File: src/rtl/sieu_pkg.sv
// Package: payload types, command codes and widths for the scalar integer execute unit.
`default_nettype none

package sieu_pkg;

  localparam int PC_BITS  = 12;
  localparam int XLEN     = 32;
  localparam int RF_DEPTH = 32;
  localparam int RIDX_W   = $clog2(RF_DEPTH);
  localparam int CMD_W    = 6;

  localparam logic [RIDX_W-1:0] LINK_REG = RIDX_W'(31);

  // Immediate ALU forms (write rt)
  localparam logic [CMD_W-1:0] CMD_ADDI   = 6'd0;
  localparam logic [CMD_W-1:0] CMD_SLTI   = 6'd1;
  localparam logic [CMD_W-1:0] CMD_SLTIU  = 6'd2;
  localparam logic [CMD_W-1:0] CMD_ANDI   = 6'd3;
  localparam logic [CMD_W-1:0] CMD_ORI    = 6'd4;
  localparam logic [CMD_W-1:0] CMD_XORI   = 6'd5;
  localparam logic [CMD_W-1:0] CMD_LUI    = 6'd6;
  // Register-register forms and shifts (write rd)
  localparam logic [CMD_W-1:0] CMD_ADD    = 6'd7;
  localparam logic [CMD_W-1:0] CMD_SUB    = 6'd8;
  localparam logic [CMD_W-1:0] CMD_SLT    = 6'd9;
  localparam logic [CMD_W-1:0] CMD_SLTU   = 6'd10;
  localparam logic [CMD_W-1:0] CMD_AND    = 6'd11;
  localparam logic [CMD_W-1:0] CMD_OR     = 6'd12;
  localparam logic [CMD_W-1:0] CMD_XOR    = 6'd13;
  localparam logic [CMD_W-1:0] CMD_NOR    = 6'd14;
  localparam logic [CMD_W-1:0] CMD_SLL    = 6'd15;
  localparam logic [CMD_W-1:0] CMD_SRL    = 6'd16;
  localparam logic [CMD_W-1:0] CMD_SRA    = 6'd17;
  localparam logic [CMD_W-1:0] CMD_SLLV   = 6'd18;
  localparam logic [CMD_W-1:0] CMD_SRLV   = 6'd19;
  localparam logic [CMD_W-1:0] CMD_SRAV   = 6'd20;
  // Jumps
  localparam logic [CMD_W-1:0] CMD_J      = 6'd21;
  localparam logic [CMD_W-1:0] CMD_JAL    = 6'd22;
  localparam logic [CMD_W-1:0] CMD_JR     = 6'd23;
  localparam logic [CMD_W-1:0] CMD_JALR   = 6'd24;
  // Branches
  localparam logic [CMD_W-1:0] CMD_BEQ    = 6'd25;
  localparam logic [CMD_W-1:0] CMD_BNE    = 6'd26;
  localparam logic [CMD_W-1:0] CMD_BLEZ   = 6'd27;
  localparam logic [CMD_W-1:0] CMD_BGTZ   = 6'd28;
  localparam logic [CMD_W-1:0] CMD_BLTZ   = 6'd29;
  localparam logic [CMD_W-1:0] CMD_BGEZ   = 6'd30;
  localparam logic [CMD_W-1:0] CMD_BLTZAL = 6'd31;
  localparam logic [CMD_W-1:0] CMD_BGEZAL = 6'd32;

  typedef struct packed {
    logic [CMD_W-1:0]   command;
    logic [XLEN-1:0]    instr_word;
    logic [PC_BITS-1:0] program_counter;
    logic               in_delay_slot;
    logic [PC_BITS-1:0] pending_target;
  } in_item_t;

  typedef struct packed {
    logic               write_enable;
    logic [RIDX_W-1:0]  write_index;
    logic [XLEN-1:0]    write_value;
    logic               jump_taken;
    logic [PC_BITS-1:0] jump_target;
  } out_item_t;

endpackage

`default_nettype wire

File: src/rtl/scalar_integer_execute_unit.sv
// Top level: register file, one execute stage and an output register.
`default_nettype none

// Scalar integer execute unit. Takes one decoded instruction per transfer on
// the in_ channel and returns exactly one result per instruction on the out_
// channel, in order. Throughput is one instruction per cycle with out_ready
// held high. The transfer edge captures the instruction with its registered
// register-file reads into the execute stage; the ALU/branch result then
// loads into the output register when the execute stage advances. The
// 32 x 32 register file is a memory with
// registered reads of rs and rt, taken at the input transfer; a write from
// the instruction leaving the execute stage in that same cycle is forwarded
// into the read, so back-to-back dependent instructions see the new value.
// Reset clears a per-entry valid vector, so no clearing pass is
// needed: an entry never written reads as zero, and register 0 is never
// written. in_ready depends combinationally on out_ready: the execute stage
// holds its instruction while the output register is full and not taken.
module scalar_integer_execute_unit
  import sieu_pkg::*;
(
  input  wire logic      clk,
  input  wire logic      rst_n,
  input  wire logic      in_valid,
  output logic           in_ready,
  input  wire in_item_t  in_data,
  output logic           out_valid,
  input  wire logic      out_ready,
  output out_item_t      out_data
);

  // ---------------------------------------------------------------------
  // Handshake and stage control
  // ---------------------------------------------------------------------
  logic            ex_v_r;       // execute stage holds an instruction
  logic            out_v_r;      // output register holds a result
  out_item_t       out_r;
  in_item_t        ex_item_r;

  logic            ex_adv;       // execute stage moves into output register
  logic            in_xfer;

  assign ex_adv   = ex_v_r && (!out_v_r || out_ready);
  assign in_ready = !ex_v_r || ex_adv;
  assign in_xfer  = in_valid && in_ready;

  // ---------------------------------------------------------------------
  // Register file
  // ---------------------------------------------------------------------
  logic [XLEN-1:0]   rf_mem [RF_DEPTH];
  logic [RF_DEPTH-1:0] rf_vld_r;

  out_item_t         ex_res;
  logic              rf_we;
  logic [RIDX_W-1:0] rs_idx;
  logic [RIDX_W-1:0] rt_idx;

  assign rf_we  = ex_adv && ex_res.write_enable;
  assign rs_idx = in_data.instr_word[25:21];
  assign rt_idx = in_data.instr_word[20:16];

  // Raw reads plus the terms needed to resolve them in the execute stage
  logic [XLEN-1:0] rs_raw_r, rt_raw_r, fwd_val_r;
  logic            rs_vld_r, rt_vld_r, rs_fwd_r, rt_fwd_r;

  always_ff @(posedge clk) begin
    if (rf_we) begin
      rf_mem[ex_res.write_index] <= ex_res.write_value;
    end
    if (in_xfer) begin
      rs_raw_r <= rf_mem[rs_idx];
      rt_raw_r <= rf_mem[rt_idx];
    end
  end

  always_ff @(posedge clk) begin
    if (!rst_n) begin
      rf_vld_r <= '0;
    end else if (rf_we) begin
      rf_vld_r[ex_res.write_index] <= 1'b1;
    end
  end

  // Valid bits and same-cycle forwarding, captured with the read
  always_ff @(posedge clk) begin
    if (in_xfer) begin
      ex_item_r <= in_data;
      rs_vld_r  <= rf_vld_r[rs_idx];
      rt_vld_r  <= rf_vld_r[rt_idx];
      rs_fwd_r  <= rf_we && (ex_res.write_index == rs_idx);
      rt_fwd_r  <= rf_we && (ex_res.write_index == rt_idx);
      fwd_val_r <= ex_res.write_value;
    end
  end

  // ---------------------------------------------------------------------
  // Execute stage
  // ---------------------------------------------------------------------
  logic [XLEN-1:0]    rs_val, rt_val;

  always_comb begin
    rs_val = rs_fwd_r ? fwd_val_r : (rs_vld_r ? rs_raw_r : '0);
    rt_val = rt_fwd_r ? fwd_val_r : (rt_vld_r ? rt_raw_r : '0);
  end

  logic [XLEN-1:0]    w, simm, zimm, wv;
  logic [RIDX_W-1:0]  rd_i, rt_i, sa, wi;
  logic [PC_BITS-1:0] link, br_tgt, j_tgt, jr_tgt, tgt;
  logic               we, jt, cond, neg, slot;
  logic [CMD_W-1:0]   cmd;

  always_comb begin
    cmd    = ex_item_r.command;
    w      = ex_item_r.instr_word;
    slot   = ex_item_r.in_delay_slot;
    rt_i   = w[20:16];
    rd_i   = w[15:11];
    sa     = w[10:6];
    simm   = {{(XLEN-16){w[15]}}, w[15:0]};
    zimm   = {{(XLEN-16){1'b0}}, w[15:0]};
    link   = (slot ? ex_item_r.pending_target : ex_item_r.program_counter)
             + PC_BITS'(4);
    br_tgt = ex_item_r.program_counter + {w[PC_BITS-3:0], 2'b00};
    j_tgt  = {w[PC_BITS-3:0], 2'b00};
    jr_tgt = {rs_val[PC_BITS-1:2], 2'b00};
    neg    = rs_val[XLEN-1];

    we   = 1'b0;
    wi   = '0;
    wv   = '0;
    jt   = 1'b0;
    tgt  = '0;
    cond = 1'b0;

    case (cmd) inside
      [CMD_ADDI:CMD_LUI]: begin
        we = 1'b1;
        wi = rt_i;
      end
      [CMD_ADD:CMD_SRAV]: begin
        we = 1'b1;
        wi = rd_i;
      end
      CMD_JAL, CMD_BLTZAL, CMD_BGEZAL: begin
        we = 1'b1;
        wi = LINK_REG;
      end
      CMD_JALR: begin
        we = 1'b1;
        wi = rd_i;
      end
      default: ;
    endcase

    case (cmd)
      CMD_ADDI:   wv = rs_val + simm;
      CMD_SLTI:   wv = XLEN'($signed(rs_val) < $signed(simm));
      CMD_SLTIU:  wv = XLEN'(rs_val < simm);
      CMD_ANDI:   wv = rs_val & zimm;
      CMD_ORI:    wv = rs_val | zimm;
      CMD_XORI:   wv = rs_val ^ zimm;
      CMD_LUI:    wv = {w[15:0], 16'h0000};
      CMD_ADD:    wv = rs_val + rt_val;
      CMD_SUB:    wv = rs_val - rt_val;
      CMD_SLT:    wv = XLEN'($signed(rs_val) < $signed(rt_val));
      CMD_SLTU:   wv = XLEN'(rs_val < rt_val);
      CMD_AND:    wv = rs_val & rt_val;
      CMD_OR:     wv = rs_val | rt_val;
      CMD_XOR:    wv = rs_val ^ rt_val;
      CMD_NOR:    wv = ~(rs_val | rt_val);
      CMD_SLL:    wv = rt_val << sa;
      CMD_SRL:    wv = rt_val >> sa;
      CMD_SRA:    wv = XLEN'($signed(rt_val) >>> sa);
      CMD_SLLV:   wv = rt_val << rs_val[RIDX_W-1:0];
      CMD_SRLV:   wv = rt_val >> rs_val[RIDX_W-1:0];
      CMD_SRAV:   wv = XLEN'($signed(rt_val) >>> rs_val[RIDX_W-1:0]);
      CMD_JAL, CMD_JALR, CMD_BLTZAL, CMD_BGEZAL:
                  wv = {{(XLEN-PC_BITS){1'b0}}, link};
      default:    wv = '0;
    endcase

    // Jumps are dropped in a delay slot; branches are not
    case (cmd)
      CMD_J, CMD_JAL: begin
        jt  = !slot;
        tgt = j_tgt;
      end
      CMD_JR, CMD_JALR: begin
        jt  = !slot;
        tgt = jr_tgt;
      end
      CMD_BEQ:               cond = (rs_val == rt_val);
      CMD_BNE:               cond = (rs_val != rt_val);
      CMD_BLEZ:              cond = neg || (rs_val == '0);
      CMD_BGTZ:              cond = !neg && (rs_val != '0);
      CMD_BLTZ, CMD_BLTZAL:  cond = neg;
      CMD_BGEZ, CMD_BGEZAL:  cond = !neg;
      default: ;
    endcase
    if (cond) begin
      jt  = 1'b1;
      tgt = br_tgt;
    end

    // r0 is hardwired; a dropped write reports all-zero write fields
    if (wi == '0) begin
      we = 1'b0;
    end
    if (!we) begin
      wi = '0;
      wv = '0;
    end

    ex_res.write_enable = we;
    ex_res.write_index  = wi;
    ex_res.write_value  = wv;
    ex_res.jump_taken   = jt;
    ex_res.jump_target  = jt ? tgt : '0;
  end

  // ---------------------------------------------------------------------
  // Stage valids and output register
  // ---------------------------------------------------------------------
  always_ff @(posedge clk) begin
    if (!rst_n) begin
      ex_v_r  <= 1'b0;
      out_v_r <= 1'b0;
    end else begin
      if (in_xfer) begin
        ex_v_r <= 1'b1;
      end else if (ex_adv) begin
        ex_v_r <= 1'b0;
      end
      if (ex_adv) begin
        out_v_r <= 1'b1;
      end else if (out_ready) begin
        out_v_r <= 1'b0;
      end
    end
  end

  always_ff @(posedge clk) begin
    if (ex_adv) begin
      out_r <= ex_res;
    end
  end

  assign out_valid = out_v_r;
  assign out_data  = out_r;

  // ---------------------------------------------------------------------
  // Assertions
  // ---------------------------------------------------------------------
  a_r0_never_written: assert property (@(posedge clk) disable iff (!rst_n)
    rf_we |-> (ex_res.write_index != '0))
    else $error("register 0 written");

  a_r0_reads_zero: assert property (@(posedge clk) disable iff (!rst_n)
    !rf_vld_r[0])
    else $error("register 0 marked valid");

  a_no_accept_when_blocked: assert property (@(posedge clk) disable iff (!rst_n)
    (ex_v_r && out_v_r && !out_ready) |-> !in_ready)
    else $error("input taken while execute stage blocked");

  a_ex_drains_to_out: assert property (@(posedge clk) disable iff (!rst_n)
    ex_adv |=> out_v_r)
    else $error("execute result lost");

endmodule

`default_nettype wire

File: config.mk
export PLATFORM = sky130hd
export DESIGN_NAME = scalar_integer_execute_unit
export DESIGN_NICKNAME = d
export VERILOG_FILES = /design/src/rtl/sieu_pkg.sv /design/src/rtl/scalar_integer_execute_unit.sv
export SDC_FILE = /design/constraint.sdc
export NUM_CORES = 2
export LEC_CHECK = 0
export BUFFER_PORTS_ARGS = -buffer_cell sky130_fd_sc_hd__buf_2
export CORE_MARGIN = 2
export CORE_UTILIZATION = 64
export CTS_BUF_LIST = sky130_fd_sc_hd__clkbuf_8
export DETAILED_ROUTE_END_ITERATION = 16
export PLACE_DENSITY = 0.81
export SYNTH_ARGS = -nofsm -noshare
export SYNTH_HDL_FRONTEND = slang
export SYNTH_SLANG_ARGS = --single-unit
export TNS_END_PERCENT = 1
File: constraint.sdc
create_clock -name clk -period 8.04 [get_ports clk]
set_input_delay 0.804 -clock clk [delete_from_list [all_inputs] [get_ports clk]]
set_output_delay 0.804 -clock clk [all_outputs]
set_load 0.03 [all_outputs]
# == Word level (Yosys, flattened, before mapping) ==
# Memory sizes are Yosys's and may differ from the RTL's. A register that Yosys moved wholly into a read port is not among the register bits.
# Index checks and enable logic that the tools add are counted.
# classes
addsub,5
n_lt_le_gt_ge,12
n_eq_ne,36
shifts,6
mux,34
n_bitwise,8
n_reduce_logical,29
# op_table
operator,n
one-hot mux 32 bit (22 select lines),1
two-way mux 32 bit,5
"equality test 6 x 5 -> 1 bit, second input constant",16
less-than comparator 32 bit,3
adder 32 bit,2
bitwise OR 32 bit,2
left shift 32 x 5 -> 32 bit,2
right shift 32 x 5 -> 32 bit,2
>>> shifter 32 x 5 -> 32 bit,2
"equality test 6 x 4 -> 1 bit, second input constant",8
bitwise AND 32 x 16 -> 32 bit,1
bitwise AND 32 bit,1
equality test 32 bit,1
zero test 32 bit,1
less-than comparator 32 x 16 -> 1 bit,1
inequality test 32 bit,1
inverter 32 bit,1
bitwise OR 32 x 16 -> 32 bit,1
nonzero test 32 bit,1
subtractor 32 bit,1
XOR 32 x 16 -> 32 bit,1
XOR 32 bit,1
two-way mux 5 bit,5
"equality test 6 x 3 -> 1 bit, second input constant",4
other kinds (27),66
# totals
regBits,173
mem_bits_rw,1024
out_inout_bits,53
memories,1
# mem_list
memory,words,width,rd,rd_ports_with_merged_regs,wr,line_no,rtl
rf_mem,32,32,2,2,1,scalar_integer_execute_unit.sv:49,logic [XLEN-1:0] rf_mem [RF_DEPTH];

# == Longest topological paths before layout ==
# depth
word_depth,13
depth_mapped,22
ltp_nobuf,18

# == Worst setup path before layout ==
# Ideal clock, no wire load.
# synth_path
path_kind,register -> register
startpoint,"register ex_item_r, in the netlist cmd[3]"
endpoint,register fwd_val_r[23] (data pin)
setup_ns,0.410
arrival_ns,5.210
t_required_ns,7.630
setup_slack_ns,2.421
stages_incl_launch_ff,20
n_path_buf,3
period_less_slack_ns,5.619
cell_sequence,edfxtp_1 > or4b_1 > buf_2 > nor2_4 > buf_6 > clkbuf_1 > nor2_1 > a21oi_1 > ha_1 > a211o_1 > a211oi_1 > nor4_1 > o21ai_0 > o211ai_1 > a41o_1 > maj3_1 > a21oi_1 > xnor2_1 > nand2_1 > a31oi_1
# synth_lines
item,line_no,rtl
from (decl),scalar_integer_execute_unit.sv:37,in_item_t ex_item_r;
from (signal assigned),scalar_integer_execute_unit.sv:86,ex_item_r <= in_data;
to (signal assigned),scalar_integer_execute_unit.sv:91,fwd_val_r <= ex_res.write_value;
to (decl),scalar_integer_execute_unit.sv:62,"logic [XLEN-1:0] rs_raw_r, rt_raw_r, fwd_val_r;"

==> parameters.txt <==
Parameter                              Value

Clock tree
  Clock tree from TritonCTS ... yes
  Hold-fix buffers, CTS ... 0
  Worst-case clock buffer depth ... 3
  Buffers inserted during post-CTS setup optimization ... 0
  Clock latency of the later-clocked register in the worst-skew pair ... 960 ps
  Post-CTS clock slew at the launch and capture registers of the worst setup and hold paths ... 80 ps
  Buffer type at the clock tree root ... sky130_fd_sc_hd__clkbuf_8
  H-tree depth ... 4
  Number of gates resized after cts ... 0
  Number of clock sinks ... 1261
  Number of buffers created by CTS ... 196

Critical path
  Worst setup path endpoint ... rf_mem[0][23]
  Setup slack on the worst flop-to-flop path ... ~1200 ps
  Most numerous cell on the critical path ... sky130_fd_sc_hd__a21oi_1
  Critical Path RT ... around 8600 ps
  CP Buf/Inv Count ... 0
  Type of element launching the critical path ... flip-flop
  Reg-to-reg startpoint ... cmd[2]
  Crit path depth ... 16
  Critical Path, Cell by Cell ... or4b_1 -> nor2_4 -> nor2_1 -> a21oi_1 -> ha_1 -> a211o_1 -> a211oi_1 -> nor4_1 -> o21ai_0 -> o211ai_1 -> a41o_1 -> maj3_1 -> a21oi_1 -> xnor2_1 -> nand2_1 -> a31oi_4
  Worst r2r path cells ... 16
  Capture point of the worst reg-to-reg path ... rf_mem[0][23]
  Data arrival time of the critical path ... 7440 ps
  CP peak stage delay ... 800 ps
  Kind of cell adding the most delay to the critical path ... compound AO/OA/AOI/OAI gates
  Critical Path Fanout Max ... 34
  Critical-path cell with the highest stage delay ... sky130_fd_sc_hd__a31oi_4
  Beginning of the critical path ... cmd[2]
  Crit. End Element ... flip-flop
  Critical path class ... reg2reg

Drt
  Met2 Routed Length ... between 100000 and 150000 µm
  Uppermost signal routing layer after detailed routing ... met5
  Met3 wire length ... about 39000 µm
  Drc violations ... 0
  Number of design-rule violations left by the first detailed-router iteration ... around 9000
  Total vias in the final route ... 51100
  Met1 Wirelength ... 86000 µm
  Routed wirelength normalized by instance count ... roughly 42 µm
  Total wirelength of the detailed-routed design ... ~270000 µm
  Average vias per placed instance ... about 8
  Post-route antenna net violation count ... 0
  Number of detailed-routing iterations run before antenna repair ... 8

GRT
  Maximum number of pins on one net before global-route repair ... 108
  Initial antenna violation count ... 16
  Number of global-route vias before repair ... 50200
  Total global routing overflow ... 0
  Global-route wire length before repair ... roughly 370000 µm
  Gr usage total ... 47.8%

STA
  Layout Skew ... about 80 ps
  Least-Margin Pin Slew ... 1470 ps
  Worst path setup slack after routing ... about 1200 ps
  Final number of setup-violating endpoints ... 0
  Setup repair after global routing missed its margin ... false
  Endpoints failing hold ... 0
  Min Hold Slack ... 63.2 ps
  Share of the cycle needed by the critical path after routing ... ~85%
  Final Slew Violations ... 0
  Highest achievable clock rate ... ~150 MHz
  Setup TNS ... 0 ps
  Final min period ... approximately 6900 ps
  Headroom to the max-slew limit ... 2.01%

Layout
  Multi-input gate area ... 31100 µm²
  Number of nets in the layout ... 5032
  Fraction of final layout cells sized beyond drive strength 1 ... 28.9%
  End-of-flow core utilization ... between 70% and 80%
  Non-filler cells, final ... roughly 6400
  Area growth, synth to finish ... 9.49%
  Design area ... ~77000 µm²
  Area occupied by registers ... around 38000 µm²
  Total of fill cells in the finished design ... approximately 6500

Placed design
  Number of input and output port buffers inserted ... 113
  Worst-case setup slack after placement ... roughly 1400 ps
  Dpl hpwl ... roughly 170000 µm
  Final Wtd Congestion ... 1.04
  Cell Count Post-Placement ... between 6000 and 7000
  Placed cell area ... about 73000 µm²

Yosys
  Syn. warnings ... 0
  Number of distinct standard cells referenced by the synthesized netlist ... roughly 110
  Main flop type after synthesis ... sky130_fd_sc_hd__edfxtp_1
  Total standard cell area after synthesis ... 70000 µm²
  Number of instances in the synthesized netlist ... roughly 4600
  Average size of a mapped cell ... about 15 µm²
  Share of the yosys chip area belonging to registers ... 53.6%
  Post-synth EDFFs ... roughly 1200
  #FFs+latches synth ... 1261
  Proportion of register bits with asynchronous set or reset after synthesis ... 0%

Floorplanning
  Die outline height ... between 300 and 400 µm
  Overall die width ... 335 µm
  Die area ... roughly 110000 µm²
  Floorplan core area ... 109000 µm²
  Num rows ... 121
  Starting density of the core ... approximately 64%
  IO Pins ... 120

Pwr
  Total chip power ... 15.4 mW
  Peak ir drop on the vdd network ... roughly 190 µV
  Static leakage ... 26.3 nW
  Power density cells ... ~200 nW/µm²

Run status
  Outcome ... complete, no violations

Flow run
  Number of maximum-capacitance violations ... 0

Worst hold path
  Tightest Hold Check Type ... in2reg
metal layers:
metal,vias up,GRT usage (%)
li1,19400,-
met5,-,0.0434
met2,5345,71.9
met4,10,30.8
met3,1270,14.0
met1,25200,61.7
how the worst min path moves through the flow:
stage	startpoint	end	slack (ps)	depth (start not counted)
floorplan	rf_vld_r[0]	rf_vld_r[0]	440	1
global placement	rf_vld_r[14]	rf_vld_r[14]	460	1
detailed placement	rf_vld_r[19]	rf_vld_r[19]	470	1
CTS	in_data[5]	ex_item_r[5]	30	1
global route	in_data[11]	ex_item_r[11]	30	1
finish	in_data[60]	cmd[3]	60	1
synthesized netlist by cell type (13+ instances only):
cell type,n,area [µm²]
sky130_fd_sc_hd__a211oi_1,56,420
sky130_fd_sc_hd__a21o_1,35,263
sky130_fd_sc_hd__a21oi_1,253,1270
sky130_fd_sc_hd__a221oi_1,26,228
sky130_fd_sc_hd__a22oi_1,61,458
sky130_fd_sc_hd__a31oi_1,36,225
sky130_fd_sc_hd__a41oi_1,13,114
sky130_fd_sc_hd__and2_1,37,231
sky130_fd_sc_hd__buf_1,61,229
sky130_fd_sc_hd__buf_2,54,270
sky130_fd_sc_hd__buf_4,16,120
sky130_fd_sc_hd__clkbuf_1,199,747
sky130_fd_sc_hd__dfxtp_1,34,681
sky130_fd_sc_hd__edfxtp_1,1227,36800
sky130_fd_sc_hd__ha_1,157,1960
sky130_fd_sc_hd__inv_1,114,428
sky130_fd_sc_hd__mux2_2,83,935
sky130_fd_sc_hd__mux2i_1,135,1350
sky130_fd_sc_hd__mux4_2,671,15100
sky130_fd_sc_hd__nand2_1,269,1010
sky130_fd_sc_hd__nand2b_1,22,138
sky130_fd_sc_hd__nand3_1,46,230
sky130_fd_sc_hd__nand3b_1,32,240
sky130_fd_sc_hd__nand4_1,16,100
sky130_fd_sc_hd__nor2_1,263,987
sky130_fd_sc_hd__nor2b_1,19,119
sky130_fd_sc_hd__nor3_1,25,125
sky130_fd_sc_hd__nor4_1,21,131
sky130_fd_sc_hd__o2111ai_1,15,131
sky130_fd_sc_hd__o211ai_1,59,443
sky130_fd_sc_hd__o21a_1,47,353
sky130_fd_sc_hd__o21ai_0,142,711
sky130_fd_sc_hd__o221ai_1,15,131
sky130_fd_sc_hd__o22ai_1,38,238
sky130_fd_sc_hd__xnor2_1,51,447
sky130_fd_sc_hd__xor2_1,31,272
cell usage in the layout (no fill, tap or decap), types with 141 or more instances in the layout:
master                     count
sky130_fd_sc_hd__a21oi_1     238
sky130_fd_sc_hd__buf_4       177
sky130_fd_sc_hd__clkbuf_8    199
sky130_fd_sc_hd__edfxtp_1   1227
sky130_fd_sc_hd__ha_1        157
sky130_fd_sc_hd__inv_1       169
sky130_fd_sc_hd__mux4_2      671
sky130_fd_sc_hd__nand2_1     268
sky130_fd_sc_hd__nor2_1      228
sky130_fd_sc_hd__o21ai_0     141
sequential cells by signal, summed over array words and instances, names as in the netlist:
| register | cells |
|---|---|
| rt_vld_r | 1 |
| rf_vld_r | 32 |
| slot | 1 |
| rs_vld_r | 1 |
| rf_mem | 1024 |
| ex_item_r | 24 |
| rs_raw_r | 32 |
| rt_raw_r | 32 |
| w | 21 |
| fwd_val_r | 32 |
| ex_v_r | 1 |
| cmd | 6 |
| rs_fwd_r | 1 |
| rt_fwd_r | 1 |
| out_valid | 1 |
| out_data | 51 |
cell families (layout without fill, tap and decap cells):
family	after synthesis	in the layout	synth area share, %
muxes	895	895	25.0
DFF	1261	1261	53.6
other	1	37	0.00536
and+or+nand+nor	807	807	5.43
adders and majority gates	164	164	2.94
AOI/OAI and AO/OA	943	943	9.08
buffers and inverters	472	775	2.84
xor gates and xnor gates	82	82	1.03
area by class of cell:
cell class / count / share of cell area [%]
multi-input combinational: 2923 / 40.6
clock inverter: 152 / 1.23
tap: 1414 / 2.31
sequential: 1261 / 49.0
clock buffer: 199 / 3.58
antenna: 5 / 0.0163
inverter: 131 / 0.642
timing repair buffer: 293 / 2.66
worst register-to-register path, stage by stage (launching register included):
cell and delay [ps]:
sky130_fd_sc_hd__edfxtp_1 790, sky130_fd_sc_hd__or4b_1 690, sky130_fd_sc_hd__nor2_4 630, sky130_fd_sc_hd__nor2_1 100
sky130_fd_sc_hd__a21oi_1 200, sky130_fd_sc_hd__ha_1 280, sky130_fd_sc_hd__a211o_1 340, sky130_fd_sc_hd__a211oi_1 560
sky130_fd_sc_hd__nor4_1 210, sky130_fd_sc_hd__o21ai_0 440, sky130_fd_sc_hd__o211ai_1 290, sky130_fd_sc_hd__a41o_1 330
sky130_fd_sc_hd__maj3_1 360, sky130_fd_sc_hd__a21oi_1 180, sky130_fd_sc_hd__xnor2_1 130, sky130_fd_sc_hd__nand2_1 120
sky130_fd_sc_hd__a31oi_4 800
power breakdown:
group | internal (mW) | leakage (nW) | switching (mW)
clock network | 2.46 | 2.09 | 2.81
logic | 0.906 | 12.5 | 1.68
registers | 7.44 | 11.7 | 0.113
(Power assumes the default switching activity.)
